`src/rtl/core/sci_pkg.sv`:
```
// Shared definitions for the sine/cosine quarter-wave lookup block.
// Holds the default sizes, the request kind codes and the result format.
// No dependencies.
package sci_pkg;

	localparam int SCI_TABLE_ENTRIES = 2048;
	localparam int SCI_PHASE_BITS    = 20;
	localparam int SCI_QUEUE_DEPTH   = 4;

	// Signed Q1.16 result
	localparam int                    SCI_RESULT_W = 18;
	localparam logic [SCI_RESULT_W-1:0] SCI_ONE_Q16  = 18'd65536;

	typedef enum logic {
		KIND_SINE   = 1'b0,
		KIND_COSINE = 1'b1
	} kind_t;

endpackage

```
`src/rtl/core/sci_front.sv`:
```
// Front end of the sine/cosine lookup: folds the phase onto a quarter wave
// and splits it into a table index and an interpolation fraction.
// Depends on sci_pkg.
module sci_front #(
	parameter int TABLE_ENTRIES = 2048,
	parameter int PHASE_BITS    = 20,
	localparam int IDX_W   = $clog2(TABLE_ENTRIES + 1),
	localparam int ENTRY_W = 1 + IDX_W + PHASE_BITS
) (
	input  sci_pkg::kind_t        kind,
	input  logic [PHASE_BITS:0]   phase,
	output logic [ENTRY_W-1:0]    entry
);
	import sci_pkg::*;

	localparam int                S_W  = PHASE_BITS + $clog2(2 * TABLE_ENTRIES) + 1;
	localparam logic [PHASE_BITS:0] ONE  = (PHASE_BITS + 1)'(1) << PHASE_BITS;
	localparam logic [PHASE_BITS:0] HALF = (PHASE_BITS + 1)'(1) << (PHASE_BITS - 1);

	logic [PHASE_BITS:0]   p_sat;
	logic [PHASE_BITS:0]   folded;
	logic                  neg;
	logic [S_W-1:0]        scaled;
	logic [IDX_W-1:0]      idx;
	logic [PHASE_BITS-1:0] frac;

	always_comb begin
		p_sat = (phase > ONE) ? ONE : phase;
		neg   = 1'b0;
		if (kind == KIND_SINE) begin
			folded = (p_sat < HALF) ? p_sat : ONE - p_sat;
		end else if (p_sat < HALF) begin
			folded = HALF - p_sat;
		end else begin
			folded = p_sat - HALF;
			neg    = 1'b1;
		end
		// Folded phase is at most one half, so it fits in PHASE_BITS bits.
		scaled = S_W'(folded[PHASE_BITS-1:0]) * S_W'(2 * TABLE_ENTRIES);
		idx    = scaled[PHASE_BITS +: IDX_W];
		frac   = scaled[PHASE_BITS-1:0];
	end

	assign entry = {neg, idx, frac};

endmodule

```
`config.mk`:
```
export PLATFORM = sky130hd
export DESIGN_NAME = sci_front
export DESIGN_NICKNAME = d
export VERILOG_FILES = /design/src/rtl/core/sci_pkg.sv /design/src/rtl/core/sci_front.sv
export SDC_FILE = /design/constraint.sdc
export NUM_CORES = 1
export LEC_CHECK = 0
export ABC_AREA = 1
export BUFFER_PORTS_ARGS = -buffer_cell sky130_fd_sc_hd__buf_2
export CORE_AREA = 4 4 52 54
export DETAILED_ROUTE_END_ITERATION = 6
export DIE_AREA = 0 0 56 58
export GPL_TIMING_DRIVEN = 0
export PLACE_DENSITY = 0.85
export SLEW_MARGIN = 20
export SYNTH_ARGS = -nofsm -noshare
export SYNTH_HDL_FRONTEND = slang
export SYNTH_SLANG_ARGS = --single-unit
```
`constraint.sdc`:
```
create_clock -name vclk -period 3.6
set_clock_uncertainty 0.15 [all_clocks]
set_input_delay 1.08 -clock vclk [all_inputs]
set_output_delay 1.08 -clock vclk [all_outputs]
set_load 0.01 [all_outputs]
```
Yosys cells after proc, flatten, opt, wreduce, memory -nomap -nowiden
Index checks and enable logic that the tools add are counted.

cells by class
  mux-type cells = 6
  add/subtract/negate cells = 3
  magnitude comparators = 2

operator list
  operator                                                       number
  two-way mux 20 bit                                             3
  > comparator 21 bit (second input constant)                    1
  less-than comparator 21 x 20 -> 1 bit (second input constant)  1
  two-way mux 21 bit                                             1
  subtractor 1 x 20 -> 20 bit (first input constant)             1
  subtractor 20 bit (first input constant)                       1
  subtractor 20 bit (second input constant)                      1
  two-way mux 1 bit                                              2

word-level totals
  word-level logic and storage cells = 11
  input bits = 22
  output and inout port bits = 33
  register bits after elaboration = 0

Depth between registers and ports, before layout
  word-level depth = 5
  gate-level depth with buffers = 17
  depth with buffers taken out = 16

Least setup slack after synthesis
Ideal clock, no wire load.

  path kind = input port to output port
  from = input phase[7]
  to = output entry[18]
  setup slack = -0.194 ns
  data arrival time = 2.564 ns
  stages = 14
  buffers on the path = 1
  data required time = 2.370 ns
  cells stage by stage = nor2_1 > nand2_1 > nor2_1 > nand3_2 > nand2_2 > buf_6 > inv_2 > nor2_4 > inv_1 > ha_1 > nand3_2 > nor2_4 > nor2_1 > xor2_1

between the ends
  word-level cells in the longest chain between the ends = 5
  elaborated cells on any way between the ends = 9
  those cells by class = 3 x add/sub; 2 x order compare; 4 x mux

RTL lines
  what                                                       RTL line                          source
  from (decl)                                                sci_front.sv:11                   input logic [PHASE_BITS:0] phase,
  > comparator 21 bit                                        sci_front.sv:28                   p_sat = (phase > ONE) ? ONE : phase;
  two-way mux 21 bit *                                       sci_front.sv:28
  subtractor 1 x 20 -> 20 bit, or another cell as far along  sci_front.sv:31                   folded = (p_sat < HALF) ? p_sat : ONE - p_sat;
  two-way mux 20 bit, on equally long branches               sci_front.sv:31, sci_front.sv:32
  two-way mux 20 bit *                                       sci_front.sv:30                   if (kind == KIND_SINE) begin
  to (decl)                                                  sci_front.sv:12                   output logic [ENTRY_W-1:0] entry

Every way passes the cells marked *; elsewhere a longest branch is shown, timed or not.

Worst setup path in the final report
  from = input phase[11]
  to = output entry[20]

Same word-level chain as after synthesis.

==> metrics <==
run status finished with violations; failing checks negative setup slack; Placed Area 0.00126 mm2; share of cells above drive strength 1 52.1%; total number of vias around 1,300; Setup Crit Path Kind in -> out; Worst slew margin 62.4%; largest cells by area after synthesis nand2_1 23%, buf_4 11%, nor2_1 11%, xor2_1 7.7%, inv_1 7.4%; hold_buf cts 0; clock buffers 0; Die Height just under 60 um; grt ovf 0; die span in x 56 um; Syn Inst Count 172; power density over the cells between 100 and 150 mW/mm2; initial antenna violation count 0; pin count of the biggest net entering global routing 11; Ys Warns 0; fin nets 263; Iteration-0 DRC Markers 27; hpwl dp 2160 um; Worst Path Required 2.37 ns; Seq/Total Area, Yosys 0%; Setup WS post-layout -0.283 ns; CP arrival approximately 2.7 ns; startpoint types input port; fin area 0.00163 mm2; clock power share 0%; Hold WC Path Type in -> out; PortBufs 43; count of different cell masters after synthesis 27; all-layer global routing usage 18.0%; flip-flop and latch area 0 um2; IO Count 55; fin crit period just under 4 ns; diodes inserted 0; Combinational Power Share 100.0%; synthesized cell area 908 um2; P&R area growth vs syn 79.9%; Pre-antenna DRT Iters 4; DR DRC count 0; Mean Syn Cell Area ~5.3 um2; P_int 112 uW; Sw Ratio approximately 54%; Yosys top cell area share 22.7%; wirelength, routed about 3300 um; Initial Util 41.1%; RSZ-0062 raised after global routing yes; max-slew violations 0; first-pass GRT wire length approximately 5000 um; GP Congestion between 0.8 and 0.9; Slew @ Worst Pin between 0.5 and 0.6 ns; Hold Vio Cnt, Final 0; Die ar. 0.00325 mm2; peak supply drop approximately 85 uV; Net Switching between 100 and 150 uW; Hold Worst Slack approximately 2.3 ns; vias in the first global route 1,217; Flop pwr share 0%; Setup violations, final 19; dpl ws -0.481 ns; area leader, netlist nand2_1; fmax approximately 260 MHz; Core ar. roughly 0.0022 mm2; max-capacitance violation count 0; seq_cells 0; DR WL/cell 12.4 um; vias per cell 4.94; final antenna-violating net count 0; Rows 17; Critical Path Sink Type output pin; leakage power just under 0.0009 uW; period utilization 108%; Crit Path Max Fanout 4
==> power groups by stage <==
stage          clock, uW  sequential, uW  combinational (uW)
3_3_place_gp           0               0                 184
3_5_place_dp           0               0                 186
2_1_floorplan          0               0                 124
6_report               0               0                 240
5_1_grt                0               0                 263
4_1_cts                0               0                 208
==> worst max-delay path, cell delays in order <==
cell and delay (ns):
buf_6 0.10, nor2_2 0.12, nand2_1 0.07, nor2_2 0.11, nand3_2 0.08, nand2_2 0.08
buf_6 0.12, buf_4 0.11, nand2_4 0.06, ha_4 0.18, nand3_4 0.07, nor2_4 0.06
nand2_1 0.07, nand2_2 0.06, xor2_2 0.14, buf_2 0.13
==> area by class of cell <==
| type | count | area, um2 |
|---|---|---|
| Fill cell | 184 | 578 |
| Buffer | 16 | 129 |
| Multi-Input combinational cell | 146 | 935 |
| Tap cell | 28 | 35.0 |
| Inverter | 20 | 80.1 |
| Timing Repair Buffer | 56 | 455 |
==> metal layers <==
metal / part of all wire, % / track usage, % / vias up
met5: 0 / 0 / -
met4: 2.1 / 0.678 / 0
met3: 6.1 / 2.00 / 9
met2: 53 / 35.9 / 68
met1: 38 / 21.5 / 584
li1: - / - / 653
==> kinds of logic (layout without fill, tap and decap cells) <==
logic type / after synthesis / in the layout / share of synthesized area, %
simple gates: 104 / 104 / 49.7
other cells: 1 / 12 / 0.413
compound gates: 17 / 17 / 13.6
fa+ha+maj: 1 / 1 / 1.38
xor+xnor: 12 / 12 / 11.6
buf+inv: 37 / 92 / 23.3
==> placed cells by master (no fill, tap or decap), types with 7 or more instances in the layout <==
cell type  count
buf_2         24
buf_4         29
buf_6         13
conb_1        12
inv_1         13
nand2_1       43
nand2_2       11
nand3_1        9
nor2_1        14
nor2_2         7
nor2_4         8
==> cell usage after synthesis, types with 2 or more instances <==
cell type and n:
nand4_1 3, nand3_2 2, buf_6 3, buf_4 13
xnor2_1 4, nor2_4 2, nand3_1 12, xor2_1 8
inv_2 2, inv_1 18, o31ai_1 2, a21oi_1 2
o41ai_1 3, nand2_1 55, nor2_1 26, o21ai_0 5
o21bai_1 2
==> path summary, 6_finish.rpt <==
path | slack (ns) | depth (start not counted) | from | to
worst max-delay path | -0.28 | 16 | phase[11] | entry[20]
worst min-delay path | 2.30 | 4 | phase[18] | entry[30]
==> repair_timing <==
action / CTS / global route
gates resized for setup: 28 / 50
hold endpoints to repair: 0 / 0
setup endpoints to repair: 19 / 19
pin swaps: 14 / 13
setup buffers: 7 / 5
cloned: 0 / 1
==> stage by stage <==
step	util [%]	power, uW	TNS (ns)	std cells
2_1_floorplan	-	124	-0.581	183
3_3_place_gp	56.8	184	-4.82	254
3_5_place_dp	56.8	186	-4.90	254
4_1_cts	64.3	208	-3.23	261
5_1_grt	73.9	263	-5.99	266
6_report	73.9	240	-3.03	266
Power figures use the tool's default switching activity.
