`src/rtl/core/sci_pkg.sv`:
```
// Shared definitions for the sine/cosine quarter-wave lookup block.
// Holds the default sizes, the request kind codes and the result format.
// No dependencies.
package sci_pkg;

	localparam int SCI_TABLE_ENTRIES = 2048;
	localparam int SCI_PHASE_BITS    = 20;
	localparam int SCI_QUEUE_DEPTH   = 4;

	// Signed Q1.16 result
	localparam int                    SCI_RESULT_W = 18;
	localparam logic [SCI_RESULT_W-1:0] SCI_ONE_Q16  = 18'd65536;

	typedef enum logic {
		KIND_SINE   = 1'b0,
		KIND_COSINE = 1'b1
	} kind_t;

endpackage

```
`src/rtl/core/sci_queue.sv`:
```
// Short first-in first-out queue between the front and back of the lookup.
// Register based, one write and one read port. Depends on sci_pkg only for
// the house import convention.
module sci_queue #(
	parameter int DEPTH = 4,
	parameter int WIDTH = 8
) (
	input  logic             clk,
	input  logic             arst_n,
	input  logic             push,
	input  logic [WIDTH-1:0] push_data,
	input  logic             pop,
	output logic [WIDTH-1:0] head,
	output logic             full,
	output logic             not_empty
);
	import sci_pkg::*;

	localparam int PTR_W = (DEPTH > 1) ? $clog2(DEPTH) : 1;
	localparam int CNT_W = $clog2(DEPTH + 1);

	logic [WIDTH-1:0] store_q [DEPTH];
	logic [PTR_W-1:0] wr_ptr_q;
	logic [PTR_W-1:0] rd_ptr_q;
	logic [CNT_W-1:0] count_q;
	logic             do_push;
	logic             do_pop;

	assign full      = (count_q == CNT_W'(DEPTH));
	assign not_empty = (count_q != '0);
	assign do_push   = push && !full;
	assign do_pop    = pop && not_empty;
	assign head      = store_q[rd_ptr_q];

	always_ff @(posedge clk or negedge arst_n) begin
		if (!arst_n) begin
			wr_ptr_q <= '0;
			rd_ptr_q <= '0;
			count_q  <= '0;
		end else begin
			if (do_push) begin
				wr_ptr_q <= (wr_ptr_q == PTR_W'(DEPTH - 1)) ? '0 : wr_ptr_q + 1'b1;
			end
			if (do_pop) begin
				rd_ptr_q <= (rd_ptr_q == PTR_W'(DEPTH - 1)) ? '0 : rd_ptr_q + 1'b1;
			end
			if (do_push && !do_pop) begin
				count_q <= count_q + 1'b1;
			end else if (do_pop && !do_push) begin
				count_q <= count_q - 1'b1;
			end
		end
	end

	always_ff @(posedge clk) begin
		if (do_push) begin
			store_q[wr_ptr_q] <= push_data;
		end
	end

endmodule

```
`config.mk`:
```
export PLATFORM = sky130hd
export DESIGN_NAME = sci_queue
export DESIGN_NICKNAME = d
export VERILOG_FILES = /design/src/rtl/core/sci_pkg.sv /design/src/rtl/core/sci_queue.sv
export SDC_FILE = /design/constraint.sdc
export NUM_CORES = 1
export LEC_CHECK = 0
export ABC_AREA = 1
export BUFFER_PORTS_ARGS = -buffer_cell sky130_fd_sc_hd__clkbuf_2
export CELL_PAD_IN_SITES_DETAIL_PLACEMENT = 1
export CELL_PAD_IN_SITES_GLOBAL_PLACEMENT = 1
export CORE_MARGIN = 2
export CORE_UTILIZATION = 44
export DETAILED_ROUTE_END_ITERATION = 16
export PLACE_DENSITY_LB_ADDON = 0.1
export REMOVE_ABC_BUFFERS = 1
export SLEW_MARGIN = 0
export SYNTH_ARGS = -nofsm -noshare
export SYNTH_HDL_FRONTEND = slang
export SYNTH_SLANG_ARGS = --single-unit
export TNS_END_PERCENT = 5
```
`constraint.sdc`:
```
create_clock -name clk -period 2.3 [get_ports clk]
set_input_delay 0.46 -clock clk [delete_from_list [all_inputs] [get_ports clk]]
set_output_delay 0.46 -clock clk [all_outputs]
set_load 0.01 [all_outputs]
```
# After elaboration in Yosys (flattened, before gate mapping)
# Memory sizes are Yosys's and may differ from the RTL's.
# Cells that the tools add are included.
dict set report totals {
  in_bits 12
  output_inout_bits 10
  mem_count 1
  word_cells 26
  reg_bits 7
  ramBits 32
}
dict set report op_classes {
  reduce_logical 9
  muxes 6
  eq_ne 3
  n_addsub 4
}
# memory depth width rd rd_clocked_by_memory_dff wr line_no
set mem_list {}
lappend mem_list {store_q 4 8 1 0 1 sci_queue.sv:22} ;# logic [WIDTH-1:0] store_q [DEPTH];
# operator count
set ops {}
lappend ops {{$mux 3} 2}
lappend ops {{$add 2x1->2 const B} 2}
lappend ops {{$eq 2x2->1 const B} 2}
lappend ops {{$logic_and 1x1->1} 4}
lappend ops {{$mux 2} 2}
lappend ops {{$add 3x1->3 const B} 1}
lappend ops {{$eq 3x3->1 const B} 1}
lappend ops {{$logic_not 1->1} 3}
lappend ops {{$reduce_bool 3->1} 1}
lappend ops {{$sub 3x1->3 const B} 1}
lappend ops {{$mux 1} 2}
lappend ops {{$reduce_bool 2->1} 1}

# Logic depth before layout (Yosys ltp)
# Gate-level depths: netlist of the first run.
dict set report depth {
  word_depth 7
  ltp_mapped 12
  ltp_nobuf 12
}

# Worst setup path after synthesis of the first run
# No wires, ideal clock.
dict set report synth_timing {
  kind {reg-to-reg}
  start {register count_q[0]}
  end {register count_q[2]}
  setup_time_ps 117
  path_buffers 0
  arrival_time_ps 1532
  required_time_ps 2183
  period_less_slack_ps 1649
  path_slack_ps 651
  stages_incl_launch_ff 11
  cell_sequence {dfrtp_1 > inv_2 > nand3_2 > nand2_1 > ha_1 > inv_1 > fa_1 > nand2_1 > nand3_1 > nand2_1 > nand2_1}
}
dict set report synth_via {
  elab_cells_between_ends 14
  classes_between {2 x add/sub; 1 x eq/ne; 2 x mux; 9 x reduce/logical}
}
# item line_no
set synth_rtl {}
lappend synth_rtl {{start, declared} sci_queue.sv:25} ;# logic [CNT_W-1:0] count_q;
lappend synth_rtl {{start signal, assigned} sci_queue.sv:48} ;# count_q <= count_q + 1'b1;
lappend synth_rtl {{start signal, assigned} sci_queue.sv:50} ;# count_q <= count_q - 1'b1;
lappend synth_rtl {{$reduce_bool 3->1 *} sci_queue.sv:30} ;# assign not_empty = (count_q != '0);
lappend synth_rtl {{via not_empty} sci_queue.sv:15} ;# output logic not_empty
lappend synth_rtl {{$logic_and 1x1->1 *} sci_queue.sv:32} ;# assign do_pop = pop && not_empty;
lappend synth_rtl {{$logic_not 1->1} sci_queue.sv:47} ;# if (do_push && !do_pop) begin
lappend synth_rtl {{$logic_and 1x1->1} sci_queue.sv:47}
lappend synth_rtl {{$mux 3 or $reduce_bool 2->1 (tied branches)} -}
# Mark *: on every way through the listed nets, which the timed path passes. The rest lies on a longest branch. The select of a mux whose other input is x is not followed.
# A chain may end at the register's enable or synchronous reset.

# Final worst setup path of the first run
dict set report layout_timing {
  start {register rd_ptr_q[1]}
  end {output head[3]}
}
dict set report layout_via {
  elab_chain_cells 1
}
# item line_no
set layout_lines {}
lappend layout_lines {{start, declared} sci_queue.sv:24} ;# logic [PTR_W-1:0] rd_ptr_q;
lappend layout_lines {{start signal, assigned} sci_queue.sv:45} ;# rd_ptr_q <= (rd_ptr_q == PTR_W'(DEPTH - 1)) ? '0 : rd_ptr_q + 1'b1;
lappend layout_lines {{$mem_v2 4x8} -}
lappend layout_lines {{end, declared} sci_queue.sv:13} ;# output logic [WIDTH-1:0] head,
# No other way between the ends.

==> impl_metrics.yaml, run 1 <==
place:
  place_area_um2: 1907
  io_buffers: 21
  place_inst: 222
  place_congestion: 0.6826
  dpl.hpwl_um: 2273
  place_ws_ps: 449.1
pwr:
  power.density_nw_per_um2: 1257
  power_w: 0.002532
  p_leak_nw: 0.9020
  irDropWorstVdd_mv: 0.6235
logic_synthesis:
  synth_cell_types: 17
  synth_top_family_by_area: "simple AND/OR/NAND/NOR gates"
  ys_warn_count: 0
  ys_top_cells_by_count: "nand2_1 (38), edfxtp_1 (32), inv_1 (26), o211ai_1 (16), dfrtp_1 (7)"
  synth-edff-count: 32
  synth_top_area_share: 0.5478
  yosys.area_share.simple: 0.1270
  yosysMostFrequentCell: "nand2_1"
  yosysSeqAreaShare: 0.6476
  synth_ff_type: "edfxtp_1"
  synth-compound-area-share: 0.07133
  yosys.area_share.adder: 0.05421
  async_flop_share: 0.1795
  syn-cell-area_um2: 1754
  synth_xor_area_frac: 0.004993
  synth_top_cells_by_area: "edfxtp_1 (55%), dfrtp_1 (10%), nand2_1 (8.1%), o211ai_1 (6.8%), inv_1 (5.6%)"
  synth-seq-cells: 39
  synth_area_leader_cell: "edfxtp_1"
  synthCells: 153
  synthMuxAreaShare: 0
  synth.avg_cell_area_um2: 11.47
cells_and_area:
  layout.area.seq_um2: 1136
  finalInstanceArea_um2: 2014
  drive_gt1_frac: 0.2253
  fin_cells: 230
  filler_cell_count: 434
  num-nets-final: 200
  multi_input_area_um2: 451.7
  diodes: 0
  area_delta_synth_final_pct: 14.84
worst_setup_path:
  cp-start-kind: "flop"
  worstReg2RegEnd: "count_q[1]"
  critPathRequiredTime_ps: 1840
  end_kind: "output pin"
  startpoint: "rd_ptr_q[1]"
  path_max_fanout: 11
  reg2reg_depth: 9
  r2r-start: "count_q[0]"
  cp.arrival_ps: 1440
  r2r_setup_slack_ps: 440
  path_class: "reg2out"
floorplan:
  die-area_um2: 4508
  coreArea_um2: 3744
  initial_core_util: 0.4686
  ioPinCount: 22
  die_h_um: 67.14
  rows: 22
  fp.dieW_um: 67.14
timing:
  min_period_ps: 1904
  tightest_slew_ps: 455.4
  fin_skew_ps: 8.373
  fin_ws_ps: 395.5
  timing.final.crit_share: 0.8280
  timing.fmax_mhz: 525.1
  finalSetupViolations: 0
  tns_ps: 0
  finalHoldViolCount: 0
  slew_headroom: 0.6964
  rsz0062_at_grt: "false"
  maxSlewViolCount: 0
global_routing:
  grt_start_max_net_pins: 36
  grt_pass1_wl_um: 5326
  antenna_found_initial: 0
  track_usage: 0.1651
  grt-ovfl-total: 0
  grt_pass1_vias: 1210
cts:
  cts-root-buf: "clkbuf_8"
  cts_tree: "yes"
  post-cts-setup-buffer-count: 0
  h-tree-depth: 2
  numClockSinks: 39
  cts_inserted_buffers: 5
  clockBufferDepth: 2
  clock_latency_ps: 280
  cts.clk_slew.worst_paths_ps: 80
  ctsHoldBuffers: 0
  cts_resized: 0
route:
  post_drt_wl_per_cell_um: 13.61
  detail-route-antenna-nets: 0
  drc: 0
  wirelength_um: 3130
  drtIter0Drc: 27
  vias: 1095
  dr.pass1.iters: 4
  viasPerCell: 4.761
flow_run:
  maxCapViolCount: 0
outcome:
  status: "complete, no violations"
min_path:
  hold_path_class: "in2async"
-- cells in the final DEF, fill, tap and decap left out, types with 2 or more instances in the layout --
cell type | netlist | final
buf_4 | 0 | 5
ha_1 | 6 | 6
inv_2 | 5 | 5
clkbuf_2 | 0 | 21
clkbuf_8 | 0 | 5
nand2_1 | 38 | 38
nand3_2 | 2 | 2
nand3_1 | 5 | 5
edfxtp_1 | 32 | 32
dfrtp_1 | 7 | 7
inv_1 | 26 | 26
o211ai_1 | 16 | 16
nor2_1 | 6 | 6
-- sequential cells by signal (all words and copies together), names as in the netlist --
name      count
rd_ptr_q      2
store_q      32
wr_ptr_q      2
count_q       3
-- stage by stage --
step / utilization / hold WS (ps)
2_1_floorplan: - / 164.4
3_3_place_gp: 0.5094 / 311.2
3_5_place_dp: 0.5094 / 315.0
4_1_cts: 0.5381 / 8.138
5_1_grt: 0.5381 / 1.477
6_report: 0.5381 / 7.384
-- logic make-up (layout without fill, tap and decap cells) --
group,after synthesis,count (layout)
buffers and inverters,36,65
adders and majority gates,7,7
DFF,39,39
xor gates and xnor gates,1,1
AOI/OAI and AO/OA,17,17
and+or+nand+nor,53,53
-- where the power goes --
group          switching, W  leakage [nW]  internal [W]
Sequential         0.000115         0.378      0.000948
Clock              0.000218        0.0556      0.000317
Combinational      0.000575         0.468      0.000359
Total              0.000909         0.902       0.00162
-- layout make-up --
cell class | instances | area share
multi-input combinational | 78 | 0.2242
clock inverter | 3 | 0.01925
inverter | 31 | 0.05776
tap | 48 | 0.02981
sequential | 39 | 0.5640
clock buffer | 5 | 0.03416
timing repair buffer | 26 | 0.07081
-- how the worst max path moves through the flow --
| stage | slack [ps] | to |
|---|---|---|
| 4_1_cts | 340 | head[3] |
| 3_5_place_dp | 450 | count_q[1] |
| 5_1_grt | 250 | head[1] |
| 3_3_place_gp | 540 | count_q[1] |
| 6_report | 400 | head[3] |
| 2_1_floorplan | 650 | count_q[2] |
-- routing by layer --
layer  vias up  track usage  wire (um)
li1        558            -          -
met1       520       0.1800       1262
met2        15       0.3193       1760
met3         2      0.03667         86
met4         0      0.04337         20
met5         -            0          0
-- critical path, stage by stage (launching register included) --
cell and delay [ps]:
dfrtp_1 630, inv_2 190, o211ai_1 140, nand2_1 80, clkbuf_2 130
No activity file was read; power rests on OpenSTA's default activity.
==> run 2, diff against run 1 <==
==> constraint.sdc (replaced) <==
create_clock -name clk -period 1.9 [get_ports clk]
set_input_delay 0.38 -clock clk [delete_from_list [all_inputs] [get_ports clk]]
set_output_delay 0.38 -clock clk [all_outputs]
set_load 0.01 [all_outputs]
==> run 2 against run 1 <==
Compared with the run above: largest cell class unchanged; flip-flop and latch count stayed put; largest power group unchanged; worst setup slack got worse by 280 ps; first-iteration DRC count fell by 26%; critical path type is now reg2reg; routed wire length decreased by 1.2%; global-route usage increased by 0.17 points.
==> impl_metrics.yaml, run 2 (synthesis results as in run 1) <==
timing:
  finalSetupViolations: 0
  fin_skew_ps: 4.234
  slew_headroom: 0.8267
  tightest_slew_ps: 258.9
  rsz0062_at_grt: "true"
  maxSlewViolCount: 0
  timing.fmax_mhz: 561.6
  tns_ps: 0
  timing.final.crit_share: 0.9371
  finalHoldViolCount: 0
  min_period_ps: 1781
cells_and_area:
  reg_top3: "store_q (32), count_q (3)"
  drive_gt1_frac: 0.2446
  num-nets-final: 202
  area_delta_synth_final_pct: 17.12
  diodes: 0
  largest_reg_flops: 32
  final_cell_mix: "nand2_1 (37), edfxtp_1 (32), inv_1 (26)"
  layout_commonest_cell: "nand2_1"
  max_flop_register: "store_q"
  finalInstanceArea_um2: 2054
cts:
  clock_latency_ps: 280
  cts.clk_slew.worst_paths_ps: 70
  h-tree-depth: 2
  clockBufferDepth: 2
  cts_tree: "yes"
  cts-root-buf: "clkbuf_8"
  cts_inserted_buffers: 5
  numClockSinks: 39
floorplan:
  die_h_um: 67.14
  rows: 22
  die-area_um2: 4508
  initial_core_util: 0.4686
  ioPinCount: 22
  coreArea_um2: 3744
  fp.dieW_um: 67.14
place:
  dpl.hpwl_um: 2283
  place_area_um2: 1919
  place_congestion: 0.7355
  io_buffers: 21
route:
  wirelength_um: 3093
  drtIter0Drc: 20
  post_drt_wl_per_cell_um: 13.33
  drc: 0
  vias: 1102
  dr.pass1.iters: 4
  viasPerCell: 4.750
  detail-route-antenna-nets: 0
worst_setup_path:
  path_class: "reg2reg"
  cp.arrival_ps: 1940
  path_common_cell: "inv_2"
  end_kind: "flop"
  critPathRequiredTime_ps: 2060
  cp-start-kind: "flop"
  crit_path_top_delay_cell: "dfrtp_2"
  cp_cell_sequence: "inv_2 -> nand3_2 -> nand2_4 -> inv_2 -> ha_1 -> inv_1 -> fa_1 -> nand2_1 -> o21ai_0"
  path_max_fanout: 7
  cp_slowest_stage_delay_ps: 440
  r2r_setup_slack_ps: 120
global_routing:
  met1_usage: 0.1641
  track_usage: 0.1668
  grtUsageMet2: 0.3168
  grt_start_max_net_pins: 33
  busiest_layer: "met2"
  antenna_found_initial: 0
  grt_pass1_wl_um: 5250
  grt_pass1_vias: 1171
  grt_use_met3: 0.04500
  grt-ovfl-total: 0
pwr:
  p_int_w: 0.002012
  p_leak_nw: 0.9148
  seq_power_share: 0.415
  power_w: 0.003128
  comb_power_share: 0.377
  p_sw_w: 0.001116
  power.density_nw_per_um2: 1523
  p_sw_frac: 0.3569
  clock_power_share: 0.207
  irDropWorstVdd_mv: 0.8610
min_path:
  hold_path_class: "in2reg"
outcome:
  status: "complete, no violations"
flow_run:
  maxCapViolCount: 0
[run 2: cell types whose count changed in the layout (fill, tap and decap cells not counted), sizes merged]
cell and delta:
buf +1, dlygate4sd3 +1
[run 2: through the flow]
step | hold WS, ps | cells | setup WS, ps | utilization
3_3_place_gp | 233.1 | 222 | 169.3 | 0.5127
6_report | 308.2 | 232 | 119.5 | 0.5488
5_1_grt | 306.9 | 232 | -39.71 | 0.5488
2_1_floorplan | 84.41 | 148 | 251.3 | -
4_1_cts | 304.5 | 231 | 9.289 | 0.5441
3_5_place_dp | 232.9 | 222 | 81.09 | 0.5127
[run 2: worst paths after layout]
check	startpoint	cells past startpoint	to
setup reg to reg	count_q[0]	9	count_q[1]
hold reg to reg	count_q[0]	1	count_q[0]
hold / removal	push_data[0]	1	store_q[1][0]
setup / recovery	count_q[0]	9	count_q[1]
min in group asynchronous	arst_n	2	wr_ptr_q[1]
max in group asynchronous	arst_n	2	rd_ptr_q[1]
[run 2: repair_timing]
| action | 4_1_cts | 5_1_grt |
|---|---|---|
| hold buffers | 1 | 0 |
| setup buffers | 0 | 1 |
| hold endpoints to repair | 7 | 0 |
| resized for setup | 0 | 4 |
| setup endpoints to repair | 0 | 10 |
[run 2: final cells by class]
| class | instances | area, um^2 |
|---|---|---|
| tap | 48 | 60.06 |
| fill | 420 | 1689 |
| inverter | 31 | 116.4 |
| sequential | 39 | 1139 |
| timing repair buffer | 28 | 172.7 |
| clock inverter | 3 | 38.79 |
| multi-input combinational | 78 | 459.2 |
| clock buffer | 5 | 68.82 |
[run 2: power by group through the flow]
stage          registers [W]  clock network, W  logic, W
3_5_place_dp         0.00132                 0   0.00119
2_1_floorplan        0.00133                 0  0.000686
4_1_cts              0.00130          0.000665   0.00120
5_1_grt              0.00133          0.000706   0.00135
6_report             0.00130          0.000649   0.00118
3_3_place_gp         0.00131                 0   0.00112
[run 2: routing by layer]
metal  share of wire  vias to the layer above
met5               0                        -
met3           0.033                        4
met2            0.56                       19
met4           0.018                        0
met1            0.39                      518
li1                -                      561
[run 2: worst max-delay path: cells and delay by family (launching register included)]
family	cells	cell delay (ps)
adder cells (fa/ha/maj)	2	620
flip-flops	1	440
AO/OA/AOI/OAI	1	70
AND/OR/NAND/NOR	3	310
buffers and inverters	3	210
